`src/hdl/mxfp4_pkg.sv`:
```
// mxfp4_pkg: shared constants and the fp4 e2m1 to bf16 conversion function
// used by the tile dequantizer core and its converter
// no dependencies
package mxfp4_pkg;

	localparam int unsigned SCALE_BYTES = 128;
	localparam logic [11:0] POS_MAX     = 12'hFFF;

	// fp4 code (4 bits) with e8m0 scale to bf16 bit pattern
	function automatic logic [15:0] fp4_to_bf16(input logic [3:0] code, input logic [7:0] e);
		logic        sgn;
		logic [2:0]  mag;
		logic [1:0]  off;
		logic        m;
		logic [9:0]  be;
		logic [15:0] r;
		sgn = code[3];
		mag = code[2:0];
		off = mag[2:1];
		m   = mag[0] & (mag != 3'd1);
		be  = {2'b00, e} + {8'd0, off};
		if (e == 8'd0 || e == 8'hFF) begin
			r = (code >= 4'd9) ? 16'h8000 : 16'h0000;
		end else if (mag == 3'd0) begin
			r = 16'h0000;
		end else if (be >= 10'd256) begin
			r = {sgn, 15'h7F80};
		end else if (be == 10'd1) begin
			r = {sgn, 8'h00, 1'b1, m, 5'd0};
		end else begin
			r = {sgn, be[7:0] - 8'd1, m, 6'd0};
		end
		return r;
	endfunction

endpackage

```
`src/hdl/mxfp4_tile_dequantizer_core.sv`:
```
// mxfp4_tile_dequantizer_core: mxfp4 tile to bf16 stream dequantizer, top level
// depends on mxfp4_pkg and mxfp4_conv
//
// channel | dir | tdata                      | tuser          | tlast
// s_axis  | in  | [7:0] tile_byte            | first_of_tile  | -
// m_axis  | out | [15:0] value_bits          | last_of_pair   | last_of_tile
//
// a data byte is accepted into the s1 stage, its two scales are read into s1
// at that edge, and its two results then leave through the output register,
// low first and high from the hold slot; s1 can take the next data byte while
// those results still wait; scale and gap bytes are taken one per cycle while
// s_axis_tready is high; the output holds while m_axis_tready is low and
// s_axis_tready waits for the s1 stage to be free or to move on this cycle
// reset clears the position counter and all valid flags; scales need writing
module mxfp4_tile_dequantizer_core import mxfp4_pkg::*; #(
	parameter int unsigned COLUMNS     = 128,
	parameter int unsigned ROWS        = 32,
	parameter int unsigned DATA_OFFSET = 512
) (
	input  logic        clk,
	input  logic        arst_n,
	input  logic        s_axis_tvalid,
	output logic        s_axis_tready,
	input  logic [7:0]  s_axis_tdata,   // [7:0] tile_byte
	input  logic        s_axis_tuser,   // first_of_tile
	output logic        m_axis_tvalid,
	input  logic        m_axis_tready,
	output logic [15:0] m_axis_tdata,   // [15:0] value_bits
	output logic        m_axis_tuser,   // last_of_pair
	output logic        m_axis_tlast    // last_of_tile
);
	localparam int unsigned PAIRS = COLUMNS / 2;
	localparam int unsigned TOTAL = ROWS * PAIRS;

	// position and column counter
	logic [11:0] pos_q;
	logic [9:0]  pair_q;   // pair index within row, only tracked in data area
	logic [11:0] pos;
	logic        in_fire;
	logic        is_scale, is_data;
	logic [23:0] k;

	// scale store: even and odd columns in two banks of 64, registered read
	logic [7:0] scale_even_q [SCALE_BYTES / 2];
	logic [7:0] scale_odd_q  [SCALE_BYTES / 2];

	// s1 stage: data byte with its two scales
	logic        dv_s1;
	logic [7:0]  byte_s1;
	logic        last_s1;
	logic [7:0]  scale_lo_s1;
	logic [7:0]  scale_hi_s1;
	logic        s1_move;

	// output: hold slot for the high result
	logic        out_v_q;
	logic [15:0] out_d_q;
	logic        out_u_q, out_l_q;
	logic        hi_v_q;
	logic [15:0] hi_d_q;
	logic        hi_l_q;

	logic [9:0]  pair_cur;
	logic [15:0] bf_lo, bf_hi;
	logic        out_free;

	assign pos      = s_axis_tuser ? 12'd0 : pos_q;
	assign is_scale = (32'(pos) < SCALE_BYTES);
	assign k        = 24'(pos) - 24'(DATA_OFFSET);
	assign is_data  = (32'(pos) >= DATA_OFFSET) && (32'(k) < TOTAL);
	// pair index resets on entering the data area
	assign pair_cur = (32'(pos) == DATA_OFFSET) ? 10'd0 : pair_q;

	// s1 moves on only when no high result waits and the output is empty or drains
	assign out_free      = !hi_v_q && (!out_v_q || m_axis_tready);
	assign s1_move       = dv_s1 && out_free;
	assign s_axis_tready = !dv_s1 || s1_move;
	assign in_fire       = s_axis_tvalid && s_axis_tready;

	mxfp4_conv u_conv (
		.data_byte (byte_s1),
		.scale_lo  (scale_lo_s1),
		.scale_hi  (scale_hi_s1),
		.bf_lo     (bf_lo),
		.bf_hi     (bf_hi)
	);

	always_ff @(posedge clk or negedge arst_n) begin
		if (!arst_n) begin
			pos_q  <= 12'd0;
			pair_q <= 10'd0;
		end else if (in_fire) begin
			pos_q <= (pos < POS_MAX) ? pos + 12'd1 : POS_MAX;
			// a saturated counter repeats the same byte position
			if (is_data && pos != POS_MAX) begin
				pair_q <= (32'(pair_cur) == PAIRS - 1) ? 10'd0 : pair_cur + 10'd1;
			end
		end
	end

	// even column bank
	always_ff @(posedge clk) begin
		if (in_fire && is_scale && !pos[0]) begin
			scale_even_q[pos[6:1]] <= s_axis_tdata;
		end
		if (in_fire && is_data) begin
			scale_lo_s1 <= scale_even_q[pair_cur[5:0]];
		end
	end

	// odd column bank
	always_ff @(posedge clk) begin
		if (in_fire && is_scale && pos[0]) begin
			scale_odd_q[pos[6:1]] <= s_axis_tdata;
		end
		if (in_fire && is_data) begin
			scale_hi_s1 <= scale_odd_q[pair_cur[5:0]];
		end
	end

	always_ff @(posedge clk or negedge arst_n) begin
		if (!arst_n) begin
			dv_s1 <= 1'b0;
		end else if (in_fire && is_data) begin
			dv_s1 <= 1'b1;
		end else if (s1_move) begin
			dv_s1 <= 1'b0;
		end
	end

	always_ff @(posedge clk) begin
		if (in_fire && is_data) begin
			byte_s1 <= s_axis_tdata;
			last_s1 <= (32'(k) == TOTAL - 1);
		end
	end

	always_ff @(posedge clk or negedge arst_n) begin
		if (!arst_n) begin
			out_v_q <= 1'b0;
			hi_v_q  <= 1'b0;
		end else begin
			if (s1_move) begin
				out_v_q <= 1'b1;
				hi_v_q  <= 1'b1;
			end else if (hi_v_q && (!out_v_q || m_axis_tready)) begin
				out_v_q <= 1'b1;
				hi_v_q  <= 1'b0;
			end else if (m_axis_tready) begin
				out_v_q <= 1'b0;
			end
		end
	end

	always_ff @(posedge clk) begin
		if (s1_move) begin
			out_d_q <= bf_lo;
			out_u_q <= 1'b0;
			out_l_q <= 1'b0;
			hi_d_q  <= bf_hi;
			hi_l_q  <= last_s1;
		end else if (hi_v_q && (!out_v_q || m_axis_tready)) begin
			out_d_q <= hi_d_q;
			out_u_q <= 1'b1;
			out_l_q <= hi_l_q;
		end
	end

	assign m_axis_tvalid = out_v_q;
	assign m_axis_tdata  = out_d_q;
	assign m_axis_tuser  = out_u_q;
	assign m_axis_tlast  = out_l_q;
endmodule

```
`src/hdl/mxfp4_conv.sv`:
```
// mxfp4_conv: converts the two nibbles of one data byte to bf16
// depends on mxfp4_pkg
module mxfp4_conv import mxfp4_pkg::*; (
	input  logic [7:0]  data_byte,
	input  logic [7:0]  scale_lo,
	input  logic [7:0]  scale_hi,
	output logic [15:0] bf_lo,
	output logic [15:0] bf_hi
);
	assign bf_lo = fp4_to_bf16(data_byte[3:0], scale_lo);
	assign bf_hi = fp4_to_bf16(data_byte[7:4], scale_hi);
endmodule

```
`config.mk`:
```
export PLATFORM = sky130hd
export DESIGN_NAME = mxfp4_tile_dequantizer_core
export DESIGN_NICKNAME = d
export VERILOG_FILES = /design/src/hdl/mxfp4_pkg.sv /design/src/hdl/mxfp4_tile_dequantizer_core.sv /design/src/hdl/mxfp4_conv.sv
export SDC_FILE = /design/constraint.sdc
export NUM_CORES = 1
export LEC_CHECK = 0
export BUFFER_PORTS_ARGS = -buffer_cell sky130_fd_sc_hd__buf_2
export CAP_MARGIN = 0
export CELL_PAD_IN_SITES_DETAIL_PLACEMENT = 2
export CELL_PAD_IN_SITES_GLOBAL_PLACEMENT = 2
export CORE_UTILIZATION = 45
export CTS_CLUSTER_DIAMETER = 80
export DETAILED_ROUTE_END_ITERATION = 8
export PLACE_DENSITY = 0.75
export SLEW_MARGIN = 20
export SYNTH_ARGS = -nofsm -noshare
export SYNTH_HDL_FRONTEND = slang
export SYNTH_HIERARCHICAL = 1
export SYNTH_SLANG_ARGS = --single-unit
```
`constraint.sdc`:
```
create_clock -name clk -period 4.6 [get_ports clk]
set_input_delay 0.69 -clock clk [delete_from_list [all_inputs] [get_ports clk]]
set_output_delay 0.69 -clock clk [all_outputs]
set_load 0.02 [all_outputs]
```
==> results.py <==
metrics = {
    "timing": {
        "tns_ns": 0,
        "setup_viol": 0,
        "max_freq_mhz": 237,
        "finalHoldViolCount": 0,
        "layout_min_cycle_time_ns": 4.22,
        "period_share_pct": 91.7,
        "skew_ns": 0.0330,
        "rsz0062_at_grt": "no",
        "relSlewSlack_pct": 15.3,
        "tightestPinTransition_ns": 1.27,
        "final_max_slew_viol_count": 0,
    },
    "cells_and_area": {
        "multi_input_area_mm2": 0.0118,
        "fillCellCount": 8988,
        "layout.area.seq_mm2": 0.0332,
        "finish.utilization_pct": 51.7,
        "drive_gt1_share_pct": 19.0,
        "syn_to_final_growth_pct": 13.2,
        "nets": 2936,
    },
    "logic_synthesis": {
        "netlist_area_mm2": 0.0461,
        "syn_avg_cell_area_um2": 16.3,
        "yosys_warnings": 6,
        "yosys_register_bits": 1109,
        "yosysMostFrequentCell": "edfxtp_1",
        "synth-edff-count": 1082,
        "synth_cell_type_count": 104,
        "yosysTopAreaCell": "edfxtp_1",
        "synthTopCellsByArea": "edfxtp_1 71%, mux4_2 4.8%, mux2i_1 2.1%, o21ai_0 2.1%, mux2_2 2.0%",
        "async_flop_share_pct": 2.25,
        "synth_common_cells": "1082 x edfxtp_1, 208 x nor2_1, 192 x o21ai_0, 98 x mux2i_1, 98 x mux4_2",
        "ys_seq_area_share_pct": 72.0,
        "synth_cells": 2823,
        "synth_top_flop_cell": "edfxtp_1",
        "yosys.area.top_type_share_pct": 70.5,
    },
    "clocking": {
        "cts-root-buf": "clkbuf_16",
        "htreeDepth": 3,
        "clkTransAtPathRegs_ns": 0.06,
        "post-cts-setup-buffers": 0,
        "hold_buffers": 0,
        "cts_resized": 0,
        "clkSinkCount": 1109,
        "cts_buffers": 118,
        "worstSkewPairLatency_ns": 0.73,
        "clockBufferDepth": 3,
        "cts_tree": "yes",
    },
    "worst_setup_path": {
        "crit_chain": "nor2b_1, ha_1, and2_0, nand2_2, o21ai_4, buf_4, nor2_1, o311ai_0, a22o_1",
        "cpPeakStageDelay_ns": 0.92,
        "start_kind": "register",
        "critPathKind": "register to register",
        "slowest_stage": "o311ai_0",
        "crit_buf_inv": 1,
        "critPathRequiredTime_ns": 5.18,
        "crit_path_max_fanout": 49,
        "worstPathArrival_ns": 4.80,
        "endpoint_kind": "register",
        "crit_family": "compound AO/OA/AOI/OAI gates",
    },
    "placed_design": {
        "dp_hpwl_um": 99400,
        "numPortBuffers": 32,
        "place_congestion": 0.878,
    },
    "grt": {
        "grt_max_degree": 151,
        "grt.overflow.total": 0,
        "antenna_found_initial": 3,
        "grt_pass1_vias": 31368,
        "grt_usage_pct": 32.6,
        "grt_pass1_wl_um": 240000,
    },
    "detailed_routing": {
        "wire_per_inst_um": 38.4,
        "drt-pass1-iter-count": 5,
        "final_antenna_net_count": 0,
        "viasPerCell": 6.74,
        "detail_route.iter0.violations": 3499,
        "vias": 29427,
        "drc_errors": 0,
        "routed_wl_um": 168000,
    },
    "die": {
        "die_h_um": 322,
        "start_util_pct": 45.7,
        "die_w_um": 322,
        "num_rows": 116,
        "die_area_mm2": 0.104,
        "io_pins": 33,
        "core_area_mm2": 0.101,
    },
    "power": {
        "p_per_area_mw_per_mm2": 423,
        "p_leak_nw": 16.0,
        "ir_worst_vdd_v": 0.000300,
    },
    "hold_path": {
        "holdCritPathClass": "input pin to asynchronous set/reset pin",
    },
    "run_status": {
        "status": "complete, no violations",
    },
    "run": {
        "drv_cap": 0,
    },
}
[cell type report]
type                            instances  area share, %
Clock inverter                         79           1.73
Antenna cell                            2        0.00960
Timing Repair Buffer                  163           2.54
Tap cell                             1357           3.26
Sequential cell                      1109           63.6
Inverter                               28          0.202
Clock buffer                          143           6.05
Multi-Input combinational cell       1486           22.6
[cells in the final DEF (no fill, tap or decap), types with 79 or more instances in the layout]
cell / synthesis / final
edfxtp_1: 1082 / 1082
nor2_1: 208 / 205
o21ai_0: 192 / 192
buf_4: 23 / 126
clkbuf_16: 0 / 122
mux2i_1: 98 / 98
mux4_2: 98 / 98
a21oi_1: 86 / 86
mux2_2: 82 / 82
o22ai_1: 79 / 79
[kinds of logic after synthesis]
| logic type | share of synthesized area, % |
|---|---|
| xor+xnor | 0.209 |
| mux | 8.93 |
| buf+inv | 2.65 |
| fa+ha+maj | 0.494 |
| compound gates | 10.7 |
| other cells | 0.00814 |
| flops | 72.0 |
| simple gates | 5.01 |
[power breakdown]
group          internal (W)  switching (W)
Sequential           0.0111      0.0000337
Combinational      0.000155       0.000492
Clock               0.00598        0.00429
[per-stage QoR]
stage	hold slack (ns)	std cells	cell area [µm²]	total power [W]	setup WS [ns]
6_report	0.0405	4367	52100	0.0221	0.383
5_1_grt	0.0669	4365	52100	0.0224	0.305
4_1_cts	0.0326	4365	52100	0.0221	0.304
3_5_place_dp	0.472	4143	48100	0.0120	0.0380
3_3_place_gp	0.453	4143	48100	0.0119	0.429
2_1_floorplan	0.394	2832	46100	0.0116	0.770
[flip-flops by register name, indices dropped and copies added (netlist names)]
register	count
scale_lo_s1	8
m_axis_tvalid	1
m_axis_tuser	1
last_s1	1
m_axis_tlast	1
scale_even_q	512
hi_d_q	16
hi_v_q	1
dv_s1	1
scale_odd_q	512
m_axis_tdata	16
byte_s1	8
scale_hi_s1	8
pos_q	12
hi_l_q	1
pair_q	10
[worst paths after layout]
check                                  to  slack (ns)  depth (start not counted)           from
hold / removal                   pos_q[9]        0.04                          1         arst_n
hold reg to reg              m_axis_tuser        0.48                          1   m_axis_tuser
setup / recovery           scale_lo_s1[5]        0.38                          9       pos_q[9]
setup reg to reg           scale_lo_s1[5]        0.38                          9       pos_q[9]
min in group clk                   hi_v_q        0.36                          4  m_axis_tready
max in group asynchronous       pair_q[0]        4.00                          1         arst_n
[metal layers]
metal	wire length, µm	global-route usage, %	vias to the layer above
li1	-	-	11612
met4	7990	14.8	2
met1	64100	41.1	15637
met5	8	0	-
met3	14300	7.37	444
met2	81500	53.6	1732
Note: power is estimated with default switching activity, not from simulation.
